<file path="config.mk">
export PLATFORM = sky130hd
export DESIGN_NAME = dual_score_decimal_display_formatter_core
export DESIGN_NICKNAME = d
export VERILOG_FILES = /design/src/dsdf_pkg.sv /design/src/dsdf_score_prep.sv /design/src/dual_score_decimal_display_formatter_core.sv
export SDC_FILE = /design/constraint.sdc
export NUM_CORES = 1
export LEC_CHECK = 0
export BUFFER_PORTS_ARGS = -buffer_cell sky130_fd_sc_hd__buf_2
export CORE_ASPECT_RATIO = 0.8
export CORE_MARGIN = 5
export CORE_UTILIZATION = 45
export DETAILED_ROUTE_END_ITERATION = 7
export GPL_ROUTABILITY_DRIVEN = 0
export GPL_TIMING_DRIVEN = 0
export PLACE_DENSITY = 0.59
export SLEW_MARGIN = 10
export SYNTH_ARGS = -nofsm -noshare
export SYNTH_HDL_FRONTEND = slang
export SYNTH_SLANG_ARGS = --single-unit
</file>
<file path="constraint.sdc">
create_clock -name aclk -period 21.4 [get_ports aclk]
set_clock_uncertainty 0.2 [all_clocks]
set_input_delay 4.28 -clock aclk [delete_from_list [all_inputs] [get_ports aclk]]
set_output_delay 4.28 -clock aclk [all_outputs]
set_load 0.005 [all_outputs]
</file>
<file path="src/dsdf_pkg.sv">
// Shared types, constants and helper functions for the score display formatter.
`timescale 1ns / 1ps
`default_nettype none

package dsdf_pkg;

    localparam int SCORE_W = 16;
    localparam int COUNT_W = 4;
    localparam int CODE_W  = 4;
    localparam int ADDR_W  = 4;

    localparam logic [CODE_W-1:0] BLANK_CODE = 4'd15;

    // x / 10 == (x * 0xCCCD) >> 19 holds exactly for every 16-bit x.
    localparam logic [16:0] DIV10_MULT  = 17'h0CCCD;
    localparam int          DIV10_SHIFT = 19;

    // Saturated score together with the number of digits that are shown.
    typedef struct packed {
        logic [SCORE_W-1:0] value;
        logic [COUNT_W-1:0] count;
    } score_prep_t;

    // Ten to the power n, for n from 0 to 8.
    function automatic logic [31:0] pow10(input int n);
        logic [31:0] r;
        r = 32'd1;
        for (int i = 0; i < 8; i++) begin
            if (i < n) begin
                r = r * 32'd10;
            end
        end
        return r;
    endfunction

endpackage

`default_nettype wire

</file>
<file path="src/dsdf_score_prep.sv">
// Score saturation and shown-digit count for one binary score.
`timescale 1ns / 1ps
`default_nettype none

module dsdf_score_prep #(
    parameter int DIGITS_PER_SCORE = 4
) (
    input  wire logic [dsdf_pkg::SCORE_W-1:0] score,
    output dsdf_pkg::score_prep_t             prep
);

    logic [31:0]                 score_wide;
    logic [dsdf_pkg::COUNT_W-1:0] count;

    assign score_wide = 32'(score);

    // A saturated score is all nines, so the compares below give the full count for it too.
    always_comb begin
        count = dsdf_pkg::COUNT_W'(1);
        for (int i = 1; i < DIGITS_PER_SCORE; i++) begin
            if (score_wide >= dsdf_pkg::pow10(i)) begin
                count = count + dsdf_pkg::COUNT_W'(1);
            end
        end
        if (score_wide >= dsdf_pkg::pow10(DIGITS_PER_SCORE)) begin
            prep.value = dsdf_pkg::SCORE_W'(dsdf_pkg::pow10(DIGITS_PER_SCORE) - 32'd1);
        end else begin
            prep.value = score;
        end
        prep.count = count;
    end

endmodule

`default_nettype wire

</file>
<file path="src/dual_score_decimal_display_formatter_core.sv">
// Top level of the dual score decimal display formatter.
// An accepted input word is held in the job register, and its display words move from there into the output register.
// Each input word yields 2*DIGITS_PER_SCORE display words, one per cycle unless the receiver stalls the
// output, all through the single output register and the one shared divide-by-ten unit that feeds it;
// a new input word is taken in the cycle in which the last display word of the previous one is loaded.
// Reset: aresetn is synchronous and active low; it empties the job and output registers.
`timescale 1ns / 1ps
`default_nettype none

module dual_score_decimal_display_formatter_core #(
    parameter int DIGITS_PER_SCORE = 4
) (
    input  wire logic        aclk,
    input  wire logic        aresetn,

    // Input words: [15:0] score_left, [31:16] score_right.
    input  wire logic        s_tvalid,
    output logic             s_tready,
    input  wire logic [31:0] s_tdata,

    // Display words: [3:0] digit_address, [7:4] digit_code. last_write travels as m_tlast.
    output logic             m_tvalid,
    input  wire logic        m_tready,
    output logic [7:0]       m_tdata,
    output logic             m_tlast
);

    localparam int TOTAL = 2 * DIGITS_PER_SCORE;
    localparam int KW    = (TOTAL > 1) ? $clog2(TOTAL) : 1;

    // Front end: saturate each score and count the digits it shows. This is cheap
    // compare logic, so it sits directly in front of the job register.
    dsdf_pkg::score_prep_t prep_left;
    dsdf_pkg::score_prep_t prep_right;

    dsdf_score_prep #(
        .DIGITS_PER_SCORE(DIGITS_PER_SCORE)
    ) u_prep_left (
        .score(s_tdata[15:0]),
        .prep (prep_left)
    );

    dsdf_score_prep #(
        .DIGITS_PER_SCORE(DIGITS_PER_SCORE)
    ) u_prep_right (
        .score(s_tdata[31:16]),
        .prep (prep_right)
    );

    // Job register: the score being emitted. The remaining values shrink by a factor
    // of ten each time one of their digits goes out, so digits come out least
    // significant first, which matches the address order for both scores.
    logic                          job_valid_reg;
    logic [KW-1:0]                 k_reg;
    logic [dsdf_pkg::SCORE_W-1:0]  rv_reg;
    logic [dsdf_pkg::SCORE_W-1:0]  lv_reg;
    logic [dsdf_pkg::COUNT_W-1:0]  nr_reg;
    logic [dsdf_pkg::COUNT_W-1:0]  nl_reg;

    // Output register.
    logic                          out_valid_reg;
    logic [dsdf_pkg::ADDR_W-1:0]   out_addr_reg;
    logic [dsdf_pkg::CODE_W-1:0]   out_code_reg;
    logic                          out_last_reg;

    logic                          load_out;
    logic                          job_done;
    logic                          accept_in;
    logic                          right_phase;
    logic                          is_blank;
    logic [4:0]                    k_wide;
    logic [dsdf_pkg::SCORE_W-1:0]  cur_value;
    logic [32:0]                   product;
    logic [dsdf_pkg::SCORE_W-1:0]  quotient;
    logic [dsdf_pkg::SCORE_W-1:0]  quotient_x10;
    logic [dsdf_pkg::SCORE_W-1:0]  remainder;
    logic [7:0]                    addr_wide;

    // A word moves into the output register whenever that register is empty or
    // its current word is taken in this cycle.
    assign load_out  = job_valid_reg && (!out_valid_reg || m_tready);
    assign job_done  = load_out && (k_reg == KW'(TOTAL - 1));
    assign s_tready  = !job_valid_reg || job_done;
    assign accept_in = s_tvalid && s_tready;

    assign k_wide      = 5'(k_reg);
    assign right_phase = k_reg < KW'(DIGITS_PER_SCORE);

    // Right score: digits at or above its count are blank. Left score: it is
    // left-aligned, so its lowest (DIGITS_PER_SCORE - count) addresses are blank.
    always_comb begin
        if (right_phase) begin
            is_blank = k_wide >= {1'b0, nr_reg};
        end else begin
            is_blank = k_wide < (5'(TOTAL) - {1'b0, nl_reg});
        end
    end

    // Shared divide-by-ten by reciprocal multiplication.
    assign cur_value    = right_phase ? rv_reg : lv_reg;
    assign product      = {17'b0, cur_value} * {16'b0, dsdf_pkg::DIV10_MULT};
    assign quotient     = dsdf_pkg::SCORE_W'(product >> dsdf_pkg::DIV10_SHIFT);
    assign quotient_x10 = (quotient << 3) + (quotient << 1);
    assign remainder    = cur_value - quotient_x10;

    assign addr_wide = 8'(k_reg) + 8'd1;

    always_ff @(posedge aclk) begin
        if (!aresetn) begin
            job_valid_reg <= 1'b0;
            k_reg         <= '0;
        end else begin
            if (accept_in) begin
                job_valid_reg <= 1'b1;
                k_reg         <= '0;
            end else if (job_done) begin
                job_valid_reg <= 1'b0;
            end else if (load_out) begin
                k_reg <= k_reg + KW'(1);
            end
        end
    end

    always_ff @(posedge aclk) begin
        if (accept_in) begin
            rv_reg <= prep_right.value;
            lv_reg <= prep_left.value;
            nr_reg <= prep_right.count;
            nl_reg <= prep_left.count;
        end else if (load_out && !is_blank) begin
            if (right_phase) begin
                rv_reg <= quotient;
            end else begin
                lv_reg <= quotient;
            end
        end
    end

    always_ff @(posedge aclk) begin
        if (!aresetn) begin
            out_valid_reg <= 1'b0;
        end else begin
            if (load_out) begin
                out_valid_reg <= 1'b1;
            end else if (m_tready) begin
                out_valid_reg <= 1'b0;
            end
        end
    end

    always_ff @(posedge aclk) begin
        if (load_out) begin
            out_addr_reg <= addr_wide[3:0];
            out_code_reg <= is_blank ? dsdf_pkg::BLANK_CODE : remainder[3:0];
            out_last_reg <= (k_reg == KW'(TOTAL - 1));
        end
    end

    assign m_tvalid = out_valid_reg;
    assign m_tdata  = {out_code_reg, out_addr_reg};
    assign m_tlast  = out_last_reg;

endmodule

`default_nettype wire

</file>
== Word-level counts from Yosys, hierarchy flattened ==
Cells that the tools add are included.

* ROM bits: 0
* Bits in registers: 54
* Word-level logic and storage cells: 72
* Latch bits: 0
* Input port bits: 36
* Output and inout bits: 11
* RAM bits: 0
* Memories: 0

* Bitwise logic cells: 2
* Div/mod/pow operators: 0
* Magnitude comparators: 11
* $mul: 1
* Muxes and demuxes: 20
* Eq/ne operators: 2
* Reduce and logical (&&, ||, !) cells: 17
* Shift operators: 0
* Add/sub/neg operators: 9

{| class="wikitable"
|+ Operators by type and width
! cell !! count
|-
| $mux 16 || 9
|-
| $ge 16x10->1 const B || 2
|-
| $ge 16x14->1 const B || 2
|-
| $ge 16x4->1 const B || 2
|-
| $ge 16x7->1 const B || 2
|-
| $mul 16x16->32 const B || 1
|-
| $add 4x1->4 const B || 4
|-
| $mux 4 || 4
|-
| $reduce_bool 2->1 || 4
|-
| $reduce_and 2->1 || 3
|-
| $lt 3x5->1 || 1
|-
| $mux 1 || 5
|-
| $sub 4x4->5 const A || 1
|-
| $add 3x1->4 const B || 1
|-
| $add 4x4->4 || 1
|-
| $ge 3x4->1 || 1
|-
| $logic_and 1x1->1 || 4
|-
| $mux 2 || 2
|-
| $sub 4x4->4 || 1
|-
| $add 3x1->3 const B || 1
|-
| $eq 3x3->1 const B || 1
|-
| $logic_not 1->1 || 3
|-
| $lt 3x3->1 const B || 1
|-
| $logic_or 1x1->1 || 2
|-
| other kinds (3) || 4
|}

== Depth between registers and ports, before layout ==
* Word-level depth: 8
* Mapped depth: 25
* Mapped depth without buffers: 23

== Hierarchy ==
A second synthesis with hierarchy kept.

* Cell total of the unflattened synthesis: 784
* Area total of the unflattened synthesis: 7763.7 um^2

{| class="wikitable"
|+ By module, submodules not included
! module !! instances !! area each (um^2) !! cells each !! sequential area each (um^2)
|-
| dual_score_decimal_display_formatter_core || 1 || 7160.6 || 692 || 1571.5
|-
| dsdf_score_prep || 2 || 301.5 || 46 || 0.0
|}

== Worst setup path before layout ==
OpenSTA, ideal clock, no wires.

* Kind: in2out
* From: input m_tready
* To: output s_tready
* Stages on the path: 2
* Arrival: 4.639 ns
* Slack: 12.281 ns
* Path buffers: 0
* Required time: 16.920 ns
* Cell sequence: nor2b_1 -> o21ai_0

* Word-level cells in the longest chain between the ends: 4

{| class="wikitable"
|+ RTL lines
! item !! RTL line !! source
|-
| from (decl) || dual_score_decimal_display_formatter_core.sv:23 || <nowiki>input wire logic m_tready,</nowiki>
|-
| $logic_or 1x1->1 || dual_score_decimal_display_formatter_core.sv:81 || <nowiki>assign load_out = job_valid_reg && (!out_valid_reg || m_tready);</nowiki>
|-
| $logic_and 1x1->1 || dual_score_decimal_display_formatter_core.sv:81 ||
|-
| $logic_and 1x1->1 || dual_score_decimal_display_formatter_core.sv:82 || <nowiki>assign job_done = load_out && (k_reg == KW'(TOTAL - 1));</nowiki>
|-
| $logic_or 1x1->1 || dual_score_decimal_display_formatter_core.sv:83 || <nowiki>assign s_tready = !job_valid_reg || job_done;</nowiki>
|-
| to (decl) || dual_score_decimal_display_formatter_core.sv:18 || <nowiki>output logic s_tready,</nowiki>
|}

No other way between the ends.

== Worst setup path in the final report ==
Ends and elaborated chain as after synthesis.

==> results.md <==
* Post-synth EDFFs at between 40 and 50
* CTS hold repair buffers at 0
* # Post-CTS Setup Buffers at 0
* Met2 global-route usage at 0.308
* FF/Latch Area at 1510 µm²
* Avg WL per Cell at between 15 and 20 µm
* Largest net degree at the start of global routing at 17
* Row cnt at 42
* Worst r2r dst: out_code_reg[3]
* Clock sink count at between 50 and 60
* Dpl hpwl at between 15000 and 20000 µm
* Fmax at a little over 100 MHz
* Post-synthesis cell area at between 7000 and 8000 µm²
* Die Height at 125 µm
* Share of synthesized flip-flops with an asynchronous set or reset at 0
* Vias at between 5000 and 6000
* Post-synthesis sequential element count at 52
* Yosys warns at 0
* Total track usage at 0.201
* Worst setup SP type: primary input
* Slowest stage delay, CP at 0.67 ns
* Tightest Pin Transition at between 0.8 and 0.9 ns
* Layout cells sized above 1 at 0.0966
* Filler cells at approximately 1500
* Top FF cell, synth: edfxtp_1
* Final Hold Fails at 0
* Most frequent cells in the layout: 166 x inv_1, 147 x ha_1, 80 x fa_1, 47 x edfxtp_1, 46 x buf_2
* Crit path DAT at ~5.3 ns
* IO Pins at between 40 and 50
* Diode count at 0
* Fin. max-slew vios at 0
* Initial Util at 0.453
* Area grow syn2layout at 9.82%
* DRC at 0
* Hold Path Class: flop to flop
* CTS tree: built
* Worst-skew pair later-pin latency at approximately 0.3 ns
* CP cell instances: buf_2 -> nor2b_1 -> o21ai_0 -> buf_2
* Max H-tree Level at 2
* Post-Syn Area per Cell at approximately 10 µm²
* Unrepaired setup endpoints after global routing: false
* Gr busiest metal: met2
* Met3 Resource Use GR at 0.0458
* IO Port Bufs at 46
* Cell variety after synth at 53
* Via/cell ratio at 5.39
* Fin util at 0.497
* Crit path launch: m_tready
* Total gr overflow at 0
* Die width at between 150 and 200 µm
* CP max stage cell: o21ai_0
* Reg-to-reg setup timing slack at between 10 and 15 ns
* Critical Path Sink: s_tready
* Num CTS Buffers at 5
* Drt initial violations at 315
* Final critical-path required period at between 9 and 10 ns
* Die area at 19100 µm²
* Routed Antenna Nets at 0
* Vias in the first global route at 5786
* First-pass GRT wire length at 30600 µm
* Status: completed
* Worst EP required at roughly 17 ns
* Final nets at approximately 1000
* Post-cts sizing count at 0
* Critical path type: primary input to output pin
* Sequential area share after synthesis at 0.204
* Most common cell on crit path: buf_2
* FF-to-FF path depth at 22
* Critical Path Fanout Max at 5
* WL final at between 15000 and 20000 µm
* Initial antenna violation count at 0
* Footprint of the multi-input gates at between 5000 and 6000 µm²
* Clock Tree Root: clkbuf_16
* Crit Reg-Reg Startpoint: k_reg[2]
* Clock-pin slew on the worst setup and hold paths at ~0.07 ns
* Crit share post-route at 0.458
* Commonest non-fill, non-tap cell in the layout: inv_1
* Slew margin rel. at 0.420
* Element type at the critical path end: output pin
* Drt pass-1 iters at 5
* Max Cap Viol at 0
* Cells after Synth at approximately 730
* Setup tns final at 0 ns
* Final setup viols at 0
* Maximum clock path buffer count at 2
* GR Layer Usage met1 at 0.296
* Core area at between 15000 and 20000 µm²
-- kinds of logic (layout without fill, tap and decap cells) --
| family | count (synthesis) | after routing | share of synthesized area |
|---|---|---|---|
| and+or+nand+nor | 134 | 134 | 0.0908 |
| AOI/OAI and AO/OA | 95 | 95 | 0.0881 |
| muxes | 25 | 25 | 0.0358 |
| buffers and inverters | 173 | 229 | 0.0888 |
| xor gates and xnor gates | 21 | 21 | 0.0267 |
| DFF | 52 | 52 | 0.204 |
| other | 1 | 4 | 0.000507 |
| adders and majority gates | 227 | 227 | 0.465 |
-- cell type report --
cell class / count / area share
Multi-Input combinational cell: 506 / 0.646
Sequential cell: 52 / 0.186
Inverter: 166 / 0.0767
Tap cell: 220 / 0.0339
Timing Repair Buffer: 48 / 0.0320
Clock buffer: 7 / 0.0202
Buffer: 7 / 0.00416
Clock inverter: 1 / 0.00108
-- worst max-delay path: cells and delay by family --
family	cells	cell delay, ns
AOI/OAI and AO/OA	1	0.67
buffers and inverters	2	0.32
and+or+nand+nor	1	0.04
-- per-stage QoR --
stage               cell area, µm²  hold slack, ns  setup WS, ns  cells
global route                  8130           0.372         11.52   1007
detailed placement            7950           0.303         11.66    999
floorplan                     7410           0.261         12.28    731
global placement              7920           0.279         11.65    997
finish                        8130           0.315         11.59   1007
CTS                           8130           0.320         11.64   1007
-- metal layers --
layer,part of all wire,routed length (µm)
met3,0.063,1150
met4,0.015,265
met5,0,0
met2,0.44,7980
met1,0.49,8850
-- worst min path at each step --
| stage | startpoint | end | slack, ns | cells past startpoint |
|---|---|---|---|---|
| final | job_valid_reg | m_tvalid | 0.32 | 1 |
| after global routing | job_valid_reg | m_tvalid | 0.37 | 1 |
| after CTS | job_valid_reg | m_tvalid | 0.32 | 1 |
| after detailed placement | job_valid_reg | m_tvalid | 0.30 | 1 |
| after global placement | job_valid_reg | m_tvalid | 0.28 | 1 |
| after floorplan | job_valid_reg | m_tvalid | 0.26 | 1 |
-- cells in the mapped netlist (3+ instances only) --
library cell  instances  area, µm²
inv_1               166        623
ha_1                147       1840
fa_1                 80       1600
edfxtp_1             47       1410
nor2_1               33        124
nand2_1              32        120
a21oi_1              21        105
o21ai_0              19       95.1
mux2i_1              16        160
nand3_1              14       70.1
nand4_1              13       81.3
xnor2_1              11       96.3
or3_1                 9       56.3
xor2_1                9       78.8
a21o_1                8       60.1
and3_1                8       50.1
mux2_2                8       90.1
a22o_1                6       52.6
a211oi_1              5       37.5
clkbuf_1              5       18.8
dfxtp_1               5        100
nand2b_1              5       31.3
o21bai_1              5       37.5
or2_2                 5       31.3
a211o_1               4       35.0
and2_1                4       25.0
a221o_1               3       30.0
o211ai_1              3       22.5
o21a_1                3       22.5
Power is not shown: default switching activity piles up to over one toggle a cycle in this logic, so the estimate is an artifact.
